==> src/rtl/frame_table_fifo_victim_assert.svh <==
// ---------------------------------------------------------------------------
// Assertion macros for the frame table
// Shared property shorthands, clocked on clk and disabled in reset.
// ---------------------------------------------------------------------------
`ifndef FRAME_TABLE_FIFO_VICTIM_ASSERT_SVH
`define FRAME_TABLE_FIFO_VICTIM_ASSERT_SVH

// Same-cycle implication
`define FTFV_CHECK(label, ante, cons, msg) \
  label: assert property (@(posedge clk) disable iff (!rst_n) (ante) |-> (cons)) \
    else $error(msg);

// Next-cycle implication
`define FTFV_CHECK_NEXT(label, ante, cons, msg) \
  label: assert property (@(posedge clk) disable iff (!rst_n) (ante) |=> (cons)) \
    else $error(msg);

`endif

==> src/rtl/ftfv_pkg.sv <==
// ---------------------------------------------------------------------------
// ftfv_pkg
// Sizes, operation codes and shared structs of the frame table.
// ---------------------------------------------------------------------------
package ftfv_pkg;

  // Table geometry
  localparam int FRAMES     = 32;
  localparam int PAGE_BITS  = 10;
  localparam int OWNER_BITS = 8;
  localparam int STAMP_BITS = 32;

  localparam int FIDX_W  = (FRAMES > 1) ? $clog2(FRAMES) : 1;
  localparam int CNT_W   = $clog2(FRAMES + 1);
  localparam int STORE_W = PAGE_BITS + OWNER_BITS;

  // Port field widths
  localparam int FUNC_W     = 2;
  localparam int FRAME_W    = 5;
  localparam int VPAGE_W    = 10;
  localparam int OWNER_W    = 8;
  localparam int COUNT_W    = 6;
  localparam int COUNT_MAX  = 63;
  localparam int IN_DATA_W  = 32;
  localparam int OUT_DATA_W = 40;

  // Operation codes; any other code acts as a query
  localparam logic [FUNC_W-1:0] FUNC_MARK  = 2'd0;
  localparam logic [FUNC_W-1:0] FUNC_CLEAR = 2'd1;
  localparam logic [FUNC_W-1:0] FUNC_QUERY = 2'd2;

  // One step of the scan unit
  typedef struct packed {
    logic                  start;
    logic                  step;
    logic                  used;
    logic [STAMP_BITS-1:0] stamp;
  } scan_step_t;

  // Running results of the scan unit
  typedef struct packed {
    logic              found;
    logic [FIDX_W-1:0] first;
    logic [CNT_W-1:0]  count;
    logic [FIDX_W-1:0] victim;
  } scan_res_t;

endpackage

==> src/rtl/ftfv_ram.sv <==
// ---------------------------------------------------------------------------
// ftfv_ram
// Generic single-write, single-read RAM with registered read data.
// ---------------------------------------------------------------------------
module ftfv_ram #(
  parameter int WIDTH = 8,
  parameter int DEPTH = 32
) (
  input  logic                                      clk,
  input  logic                                      wr_en,
  input  logic [((DEPTH > 1) ? $clog2(DEPTH) : 1)-1:0] wr_addr,
  input  logic [WIDTH-1:0]                          wr_data,
  input  logic [((DEPTH > 1) ? $clog2(DEPTH) : 1)-1:0] rd_addr,
  output logic [WIDTH-1:0]                          rd_data
);

  logic [WIDTH-1:0] mem [DEPTH];

  // Write port and registered read port
  always_ff @(posedge clk) begin
    if (wr_en) begin
      mem[wr_addr] <= wr_data;
    end
    rd_data <= mem[rd_addr];
  end

endmodule

==> src/rtl/ftfv_scan.sv <==
// ---------------------------------------------------------------------------
// ftfv_scan
// Shared compare unit: one frame a step for first free, free count and
// oldest stamp (strict less, so the lowest index wins ties).
// ---------------------------------------------------------------------------
module ftfv_scan (
  input  logic                clk,
  input  logic                rst_n,
  input  ftfv_pkg::scan_step_t step_i,
  output ftfv_pkg::scan_res_t  res_o
);

  logic [ftfv_pkg::FIDX_W-1:0]     idx_r;
  logic                            first_r;
  logic [ftfv_pkg::STAMP_BITS-1:0] oldest_r;
  ftfv_pkg::scan_res_t             res_r;
  logic                            older;

  // The single stamp comparator
  assign older = first_r || (step_i.stamp < oldest_r);

  always_ff @(posedge clk) begin
    if (!rst_n) begin
      idx_r    <= '0;
      first_r  <= 1'b1;
      oldest_r <= '0;
      res_r    <= '0;
    end else if (step_i.start) begin
      idx_r    <= '0;
      first_r  <= 1'b1;
      res_r    <= '0;
    end else if (step_i.step) begin
      idx_r   <= idx_r + ftfv_pkg::FIDX_W'(1);
      first_r <= 1'b0;
      if (!step_i.used) begin
        res_r.count <= res_r.count + ftfv_pkg::CNT_W'(1);
        if (!res_r.found) begin
          res_r.found <= 1'b1;
          res_r.first <= idx_r;
        end
      end
      if (older) begin
        oldest_r     <= step_i.stamp;
        res_r.victim <= idx_r;
      end
    end
  end

  assign res_o = res_r;

endmodule

==> src/rtl/frame_table_fifo_victim.sv <==
// ---------------------------------------------------------------------------
// frame_table_fifo_victim
// Physical frame table with mark, clear and query, reporting first free
// frame, free count and FIFO victim after each operation.
// ---------------------------------------------------------------------------
//
//  channel | ports                         | fields (low bit up)
//  --------+-------------------------------+---------------------------------
//  in      | in_tvalid in_tready in_tdata  | func, frame, virtual_page, owner_id
//  out     | out_tvalid out_tready out_tdata | frame_used, stored_page,
//          |                               | stored_owner, found_free,
//          |                               | first_free, free_count, victim_frame
//
//  Each beat runs through update, a scan of every frame through the stamp RAM's
//  registered read port and the shared compare unit, and finish; the sequencer
//  then returns to idle, the only state in which a new beat is taken.
//  Reset clears all in-use bits and sets the stamp counter to one; the RAMs
//  need no clearing since a free frame reads as stamp zero and empty contents.
//  A pending result stalls only the finish state; no new beat enters until idle.
//
module frame_table_fifo_victim (
  input  logic                              clk,
  input  logic                              rst_n,
  input  logic                              in_tvalid,
  output logic                              in_tready,
  // func[1:0], frame[6:2], virtual_page[16:7], owner_id[24:17], zero fill
  input  logic [ftfv_pkg::IN_DATA_W-1:0]    in_tdata,
  output logic                              out_tvalid,
  input  logic                              out_tready,
  // frame_used[0], stored_page[10:1], stored_owner[18:11], found_free[19],
  // first_free[24:20], free_count[30:25], victim_frame[35:31], zero fill
  output logic [ftfv_pkg::OUT_DATA_W-1:0]   out_tdata
);

  `include "frame_table_fifo_victim_assert.svh"

  typedef enum logic [1:0] {S_IDLE, S_UPDATE, S_SCAN, S_FINISH} state_t;

  state_t                            state_r;
  logic [ftfv_pkg::FUNC_W-1:0]       func_r;
  logic [ftfv_pkg::FIDX_W-1:0]       addr_r;
  logic                              fr_ok_r;
  logic [ftfv_pkg::PAGE_BITS-1:0]    page_r;
  logic [ftfv_pkg::OWNER_BITS-1:0]   owner_r;
  logic [ftfv_pkg::FRAMES-1:0]       in_use_r;
  logic [ftfv_pkg::STAMP_BITS-1:0]   stamp_cnt_r;
  logic [ftfv_pkg::CNT_W-1:0]        scan_cnt_r;
  logic                              eval_vld_r;
  logic                              eval_used_r;
  logic                              out_tvalid_r;
  logic [ftfv_pkg::OUT_DATA_W-1:0]   out_tdata_r;

  logic                              in_acc;
  logic                              is_mark;
  logic                              is_clear;
  logic                              scan_issue;
  logic                              load_out;
  logic [ftfv_pkg::FIDX_W-1:0]       scan_addr;
  logic [ftfv_pkg::STAMP_BITS-1:0]   stamp_rd;
  logic [ftfv_pkg::STORE_W-1:0]      store_rd;
  logic                              used_now;
  logic [ftfv_pkg::COUNT_W-1:0]      count_sat;
  logic [ftfv_pkg::OUT_DATA_W-1:0]   result;
  ftfv_pkg::scan_step_t              step;
  ftfv_pkg::scan_res_t               res;

  assign in_tready = (state_r == S_IDLE);
  assign in_acc    = in_tvalid && in_tready;

  // Operation decode; unknown codes fall through to query
  always_comb begin
    is_mark  = 1'b0;
    is_clear = 1'b0;
    case (func_r)
      ftfv_pkg::FUNC_MARK:  is_mark  = fr_ok_r;
      ftfv_pkg::FUNC_CLEAR: is_clear = fr_ok_r;
      ftfv_pkg::FUNC_QUERY: ;
      default:              ;
    endcase
  end

  // Scan read issue
  assign scan_addr  = scan_cnt_r[ftfv_pkg::FIDX_W-1:0];
  assign scan_issue = (state_r == S_SCAN) &&
                      (32'(scan_cnt_r) < 32'(ftfv_pkg::FRAMES));

  // Stamp RAM: written on mark, read by the scan
  ftfv_ram #(
    .WIDTH (ftfv_pkg::STAMP_BITS),
    .DEPTH (ftfv_pkg::FRAMES)
  ) u_stamp_ram (
    .clk     (clk),
    .wr_en   ((state_r == S_UPDATE) && is_mark),
    .wr_addr (addr_r),
    .wr_data (stamp_cnt_r),
    .rd_addr (scan_addr),
    .rd_data (stamp_rd)
  );

  // Page and owner RAM: read address stays on the addressed frame
  ftfv_ram #(
    .WIDTH (ftfv_pkg::STORE_W),
    .DEPTH (ftfv_pkg::FRAMES)
  ) u_store_ram (
    .clk     (clk),
    .wr_en   ((state_r == S_UPDATE) && is_mark),
    .wr_addr (addr_r),
    .wr_data ({owner_r, page_r}),
    .rd_addr (addr_r),
    .rd_data (store_rd)
  );

  // Scan unit feed; a free frame counts as stamp zero
  always_comb begin
    step.start = (state_r == S_UPDATE);
    step.step  = eval_vld_r;
    step.used  = eval_used_r;
    step.stamp = eval_used_r ? stamp_rd : '0;
  end

  ftfv_scan u_scan (
    .clk    (clk),
    .rst_n  (rst_n),
    .step_i (step),
    .res_o  (res)
  );

  // Result assembly
  assign used_now  = fr_ok_r && in_use_r[addr_r];
  assign count_sat = (32'(res.count) > 32'(ftfv_pkg::COUNT_MAX)) ?
                     ftfv_pkg::COUNT_W'(ftfv_pkg::COUNT_MAX) :
                     ftfv_pkg::COUNT_W'(res.count);
  always_comb begin
    result        = '0;
    result[0]     = used_now;
    result[10:1]  = used_now ?
                    ftfv_pkg::VPAGE_W'(store_rd[ftfv_pkg::PAGE_BITS-1:0]) : '0;
    result[18:11] = used_now ?
                    ftfv_pkg::OWNER_W'(store_rd[ftfv_pkg::STORE_W-1:ftfv_pkg::PAGE_BITS])
                    : '0;
    result[19]    = res.found;
    result[24:20] = ftfv_pkg::FRAME_W'(res.first);
    result[30:25] = count_sat;
    result[35:31] = ftfv_pkg::FRAME_W'(res.victim);
  end

  assign load_out = (state_r == S_FINISH) && (!out_tvalid_r || out_tready);

  // Sequencer, table state and output register
  always_ff @(posedge clk) begin
    if (!rst_n) begin
      state_r      <= S_IDLE;
      in_use_r     <= '0;
      stamp_cnt_r  <= ftfv_pkg::STAMP_BITS'(1);
      scan_cnt_r   <= '0;
      eval_vld_r   <= 1'b0;
      eval_used_r  <= 1'b0;
      out_tvalid_r <= 1'b0;
    end else begin
      eval_vld_r  <= scan_issue;
      eval_used_r <= in_use_r[scan_addr];
      case (state_r)
        S_IDLE: begin
          if (in_acc) begin
            state_r <= S_UPDATE;
          end
        end
        S_UPDATE: begin
          if (is_mark) begin
            in_use_r[addr_r] <= 1'b1;
            if (stamp_cnt_r != '1) begin
              stamp_cnt_r <= stamp_cnt_r + ftfv_pkg::STAMP_BITS'(1);
            end
          end else if (is_clear) begin
            in_use_r[addr_r] <= 1'b0;
          end
          scan_cnt_r <= '0;
          state_r    <= S_SCAN;
        end
        S_SCAN: begin
          if (scan_issue) begin
            scan_cnt_r <= scan_cnt_r + ftfv_pkg::CNT_W'(1);
          end else begin
            state_r <= S_FINISH;
          end
        end
        S_FINISH: begin
          if (load_out) begin
            state_r <= S_IDLE;
          end
        end
        default: state_r <= S_IDLE;
      endcase
      if (load_out) begin
        out_tvalid_r <= 1'b1;
      end else if (out_tready) begin
        out_tvalid_r <= 1'b0;
      end
    end
  end

  // Input beat capture and result payload
  always_ff @(posedge clk) begin
    if (in_acc) begin
      func_r  <= in_tdata[1:0];
      addr_r  <= ftfv_pkg::FIDX_W'(in_tdata[6:2]);
      fr_ok_r <= 32'(in_tdata[6:2]) < 32'(ftfv_pkg::FRAMES);
      page_r  <= ftfv_pkg::PAGE_BITS'(in_tdata[16:7]);
      owner_r <= ftfv_pkg::OWNER_BITS'(in_tdata[24:17]);
    end
    if (load_out) begin
      out_tdata_r <= result;
    end
  end

  assign out_tvalid = out_tvalid_r;
  assign out_tdata  = out_tdata_r;

  // Checks
  `FTFV_CHECK_NEXT(a_busy_after_accept, in_acc, !in_tready, "ready after accept")
  `FTFV_CHECK(a_stamp_nonzero, 1'b1, stamp_cnt_r != '0, "stamp counter reached zero")
  `FTFV_CHECK(a_count_bound, load_out, 32'(res.count) <= 32'(ftfv_pkg::FRAMES),
              "free count above table size")
  `FTFV_CHECK(a_victim_free, load_out && res.found, !in_use_r[res.victim],
              "victim is used while a free frame exists")

endmodule

==> config.mk <==
export PLATFORM = sky130hd
export DESIGN_NAME = frame_table_fifo_victim
export DESIGN_NICKNAME = d
export VERILOG_FILES = /design/src/rtl/ftfv_pkg.sv /design/src/rtl/ftfv_ram.sv /design/src/rtl/ftfv_scan.sv /design/src/rtl/frame_table_fifo_victim.sv
export VERILOG_INCLUDE_DIRS = /design/src /design/src/rtl
export SDC_FILE = /design/constraint.sdc
export NUM_CORES = 2
export LEC_CHECK = 0
export ABC_AREA = 0
export BUFFER_PORTS_ARGS = -buffer_cell sky130_fd_sc_hd__buf_4
export CAP_MARGIN = 20
export CORE_UTILIZATION = 57
export CTS_CLUSTER_SIZE = 28
export DETAILED_ROUTE_END_ITERATION = 7
export PLACE_DENSITY = 0.76
export REMOVE_ABC_BUFFERS = 1
export SKIP_CTS_REPAIR_TIMING = 1
export SLEW_MARGIN = 10
export SYNTH_ARGS = -nofsm -noshare
export SYNTH_HDL_FRONTEND = slang
export SYNTH_SLANG_ARGS = --single-unit
==> constraint.sdc <==
create_clock -name clk -period 4.23 [get_ports clk]
set_clock_uncertainty 0.15 [all_clocks]
set_input_delay 0.6345 -clock clk [delete_from_list [all_inputs] [get_ports clk]]
set_output_delay 0.6345 -clock clk [all_outputs]
set_load 0.01 [all_outputs]
### Word level (Yosys, flattened, before mapping)

Memories as Yosys holds them, arrays and structs flattened. A register that Yosys moved wholly into a read port is not among the register bits.
Cells that the tools add are included.

| word-level totals | value |
|---|---|
| register bits | 191 |
| memory bits (writable) | 1,600 |
| input port bits | 36 |
| word-level logic and storage cells | 90 |
| memories kept | 2 |

| operators by class | value |
|---|---|
| add/subtract/negate cells | 4 |
| magnitude comparators | 5 |
| eq/ne operators | 9 |
| muxes and demuxes | 21 |
| bitwise logic cells | 7 |
| reductions and logical operators | 22 |

Memory list:

| memory | words | width | read ports | clocked after Yosys merged registers in | write ports | line | source |
|---|---|---|---|---|---|---|---|
| u_stamp_ram.mem | 32 | 32 | 1 | 1 | 1 | ftfv_ram.sv:17 | `logic [WIDTH-1:0] mem [DEPTH];` |
| u_store_ram.mem | 32 | 18 | 1 | 1 | 1 | ftfv_ram.sv:17 |  |

Operators by type and width:

| cell | number |
|---|---|
| two-way mux 32 bit | 3 |
| adder 32 x 1 -> 32 bit, second input constant | 1 |
| bitwise AND 32 bit | 1 |
| less-than comparator 32 bit | 1 |
| != test 32 bit, second input constant | 1 |
| NOT 32 bit | 1 |
| OR 32 bit | 1 |
| adder 6 x 1 -> 6 bit, second input constant | 2 |
| less-than comparator 5 x 6 -> 1 bit, second input constant | 2 |
| case mux 6 bit (2 select lines) | 1 |
| AND reduction 3 bit | 4 |
| binary-select mux 1 bit (select 5 bit) | 2 |
| two-way mux 1 bit | 9 |
| case mux 2 bit (4 select lines) | 1 |
| AND reduction 2 bit | 4 |
| less-than comparator 6 bit, second input constant | 1 |
| two-way mux 2 bit | 3 |
| two-way mux 6 bit | 1 |
| != test 2 bit, second input constant | 3 |
| nonzero test 2 bit | 3 |
| adder 5 x 1 -> 5 bit, second input constant | 1 |
| demux 1 bit (select 5 bit) | 1 |
| greater-or-equal comparator 5 x 1 -> 1 bit, second input constant | 1 |
| logical AND 1 bit | 5 |
| other kinds (8) | 15 |

### Depth between registers and ports, before layout

| depth | value |
|---|---|
| depth in word-level cells | 8 |
| mapped depth | 12 |

### Hierarchy

Synthesis repeated with hierarchy kept, for this count alone.

| unflattened totals | value |
|---|---|
| cell total of the unflattened synthesis | 4,494 |
| area, all modules | 72,911.2 um2 |

By module, submodules not included:

| module | times used | cells each | area an instance (um2) | seq. area each (um2) |
|---|---|---|---|---|
| ftfv_ram (u_stamp_ram) | 1 | 2,260 | 40,492.6 | 31,390.1 |
| ftfv_ram (u_store_ram) | 1 | 1,278 | 23,050.9 | 17,656.9 |
| frame_table_fifo_victim | 1 | 614 | 6,396.1 | 3,333.2 |
| ftfv_scan | 1 | 342 | 2,971.6 | 1,101.1 |

### Least setup slack after synthesis

Ideal clock, no wire load.

| timing | value |
|---|---|
| path kind | register to register |
| from | reg addr_r[0] (netlist bit) |
| to | mem u_stamp_ram.mem[11][0] (netlist bit) (enable) |
| setup time | 0.458 ns |
| data arrival time | 3.882 ns |
| setup slack | -0.260 ns |
| cell stages (with the launch flop) | 8 |
| path buffers | 4 |
| clock period less this slack | 4.490 ns |
| path through | edfxtp_1 > buf_2 > buf_2 > buf_4 > nand3_1 > or2_2 > clkbuf_1 > nor2_1 |

RTL lines:

| what | line | source |
|---|---|---|
| from (decl) | frame_table_fifo_victim.sv:41 | `logic [ftfv_pkg::FIDX_W-1:0] addr_r;` |
| from (signal assigned) | frame_table_fifo_victim.sv:206 | `addr_r <= ftfv_pkg::FIDX_W'(in_tdata[6:2]);` |
| to (decl) | ftfv_ram.sv:17 |  |

Straight into the memory's write port.

### Worst setup path in the final report

| timing | value |
|---|---|
| from | reg state_r[1] |
| to | mem u_stamp_ram.mem[12][19] (netlist bit) (enable) |

| on the way | value |
|---|---|
| longest elaborated chain between the ends | 4 |

RTL lines:

| what | line | source |
|---|---|---|
| from (decl) | frame_table_fifo_victim.sv:39 | `state_t state_r;` |
| from (signal assigned) | frame_table_fifo_victim.sv:152 | `state_r <= S_IDLE;` |
| from (signal assigned) | frame_table_fifo_victim.sv:165 | `state_r <= S_UPDATE;` |
| from (signal assigned) | frame_table_fifo_victim.sv:178 | `state_r <= S_SCAN;` |
| equality test 2 x 1 -> 1 bit | frame_table_fifo_victim.sv:93 | `.wr_en ((state_r == S_UPDATE) && is_mark),` |
| logical AND 1 bit | frame_table_fifo_victim.sv:93 |  |
| two-way mux 1 bit | ftfv_ram.sv:21 | `if (wr_en) begin` |
| two-way mux 1 bit (not written as such) | ftfv_ram.sv:22 | `mem[wr_addr] <= wr_data;` |

Every way passes these cells.

==> key figures <==
Yosys
  – Async S/R FF share, synth: 0%
  – Synth warn: 0
  – Largest family of logic cells by synthesized area: multiplexers
  – Post-synth EDFFs: 1661
  – Netlist area before placement: ~70000 sq um
  – Compound-Gate Fraction of Synth Area: 2.75%
  – Post-Synthesis Cells: 3362
  – Area share of and/or/nand/nor cells after synthesis: 2.72%
  – Post-synthesis mux area share: 16.1%
  – Synth Register Bits: 1841
  – Post-Synth Adder-Cell Area: 0.693%
  – Synth Area in XOR/XNOR: less than 1%
  – Syn Area/Cell: 21.0 sq um
  – Synth unique cells: 54
  – Sequential area share after synthesis: ~76%
  – Post-synth top flop: edfxtp_1

Worst setup path
  – Startpoint types: register
  – Crit path DAT: about 4300 ps
  – Worst-path fanout max: 38
  – Crit Path Class: reg2reg
  – CP required: 4540 ps
  – Critical path endpoint category: register
  – Worst R2R Setup Slack: 250 ps

Pwr
  – Design Power: 41.0 mW
  – Peak supply drop: 503 uV
  – Pwr Density: between 500 and 600 nW/um^2
  – Leakage: between 20 and 25 nW

Layout
  – Final Cell Area: 80000 sq um
  – Area grow syn2layout: 13.6%
  – Commonest non-fill, non-tap cell in the layout: edfxtp_1
  – Most frequent cells in the layout: edfxtp_1 (1661), mux4_2 (481), buf_4 (197), clkbuf_16 (179), dfxtp_1 (175)
  – Layout cell share with drive strength beyond 1: 28.2%
  – Fin nets: 3674
  – Post-Layout Cell Count: 5370

STA
  – Final WS setup: 247 ps
  – Tmin final: 3980 ps
  – Fmax: roughly 250 MHz
  – Max transition margin: between 20% and 30%
  – Final Slew Violations: 0
  – Hold slack: ~70 ps
  – Final period util: 94.2%
  – Fin. Hold Viols: 0
  – RSZ-0062 raised after global routing: false
  – Pin slew with the least headroom to its limit: between 1000 and 1500 ps
  – Endpoints failing setup: 0

Routing
  – Vias per cell: 6.63
  – Drt wl/cell: 31.3 um
  – Vias: 35.6k
  – # DRC: 0
  – Antenna viol nets, final: 0
  – First-pass detailed-route iteration total: 6
  – Routed WL: roughly 170000 um
  – Iteration-0 DRC Markers: 4446

CTS
  – CTS clk-pin slew, worst paths: 60 ps
  – Worst-Skew Late Latency: 780 ps
  – H-tree levels: 4
  – CTS Sinks: 1841
  – Root Buffer Master: clkbuf_16
  – Total CTS buffers: 174
  – CTS tree: built
  – Clock buffer depth: 3

Floorplanning
  – Core Region: between 100000 and 150000 sq um
  – Die H: 354 um
  – Num rows: 128
  – Die area: approximately 130000 sq um
  – Boundary pin count: 78
  – Starting Density: ~58%
  – Chip Width: 354 um

Global route
  – Total Routing Usage GR: 27.0%
  – Largest net degree at the start of global routing: between 100 and 150
  – First-pass GRT wire length: 241000 um
  – GRT overflow: 0
  – Vias in the first global route: 35.7k
  – Initial antenna violation count: 7

Place
  – Buffers added on ports: 66
  – Dpl cell area: 74000 sq um
  – Routability cong.: slightly above 0.8
  – Placed insts: 5019
  – Post-place setup slack: 406 ps
  – Dpl hpwl: 87600 um

Flow run
  – Max cap viols: 0

Status
  – Status: complete, no violations

Min path
  – Min-Delay Path Class: in2reg
-- metal layers --
metal | wire length (um) | part of all wire (%) | GRT usage, %
met1 | 62100 | 37 | 36.4
met2 | 81500 | 48 | 42.5
met3 | 17900 | 11 | 6.88
met4 | 6640 | 3.9 | 11.1
met5 | 47 | 0.028 | 0
-- logic make-up (layout without fill, tap and decap cells) --
group | count (synthesis) | in the layout
muxes | 530 | 530
other | 1 | 5
DFF | 1841 | 1841
AOI/OAI and AO/OA | 294 | 294
buffers and inverters | 238 | 617
xor gates and xnor gates | 29 | 29
adders and majority gates | 39 | 39
and+or+nand+nor | 390 | 390
-- synth_stat cells, drive strengths merged (5+ instances only) --
master | number | share of area [%]
edfxtp | 1661 | 71
mux4 | 481 | 15
dfxtp | 180 | 5.1
nor2 | 135 | 0.72
clkbuf | 124 | 0.66
a22oi | 77 | 0.82
nand2 | 77 | 0.41
buf | 71 | 0.54
o21ai | 57 | 0.40
and2 | 52 | 0.46
a21oi | 43 | 0.31
inv | 43 | 0.23
ha | 39 | 0.69
nand4 | 36 | 0.32
a31oi | 34 | 0.30
o211ai | 34 | 0.36
mux2 | 32 | 0.51
nand3 | 25 | 0.18
a211oi | 23 | 0.25
xnor2 | 21 | 0.26
mux2i | 17 | 0.24
nor3 | 13 | 0.092
nand2b | 9 | 0.080
nor4 | 8 | 0.092
o21a | 8 | 0.085
or3 | 8 | 0.071
xor2 | 8 | 0.099
nor2b | 5 | 0.044
or2 | 5 | 0.044
-- final timing paths --
check,from,end,cells past startpoint
max,state_r[1],u_stamp_ram.mem[12][19],8
min,out_tready,out_tvalid,4
max reg2reg,state_r[1],u_stamp_ram.mem[12][19],8
min reg2reg,u_scan.res_o[12],out_tdata[21],0
-- registers in the layout (all words and copies together), names as in the netlist, named ones only --
register and cells:
u_scan.res_o 17, u_stamp_ram.mem 1024, state_r 2, stamp_cnt_r 32, out_tvalid 1, u_scan.idx_r 5, out_tdata 36, eval_vld_r 1
u_store_ram.rd_data 18, u_store_ram.mem 576, u_scan.oldest_r 32, page_r 10, u_stamp_ram.rd_data 32, u_scan.first_r 1, scan_cnt_r 6, eval_used_r 1
owner_r 8, func_r 2, addr_r 5
-- critical path, cell delays in order (launching register included) --
cell	delay [ps]
dfxtp_1	330
inv_1	100
ha_1	190
buf_4	350
nand2b_1	380
nor3_1	340
nand2b_1	520
nor2_4	970
buf_12	280
-- through the flow --
stage | setup TNS [ps] | utilization, %
floorplan | -8804680 | -
global route | 0 | 65.5
detailed placement | 0 | 60.5
CTS | 0 | 65.2
finish | 0 | 65.5
global placement | 0 | 60.5
-- where the power goes --
part	total, mW	switching, mW	internal [mW]
Clock	15.6	6.66	8.94
Sequential	21.0	0.602	20.4
Combinational	4.41	2.28	2.13
-- area by class of cell --
| class | count | area (sq um) |
|---|---|---|
| flip-flops and latches | 1841 | 53500 |
| repair buffers | 253 | 2340 |
| inverters | 43 | 163 |
| well taps | 1625 | 2030 |
| diodes | 1 | 2.50 |
| multi-input cells | 1286 | 16300 |
| clock inverters | 72 | 778 |
| clock buffers | 249 | 4930 |
| fillers | 7568 | 42200 |
(Power assumes the default switching activity.)
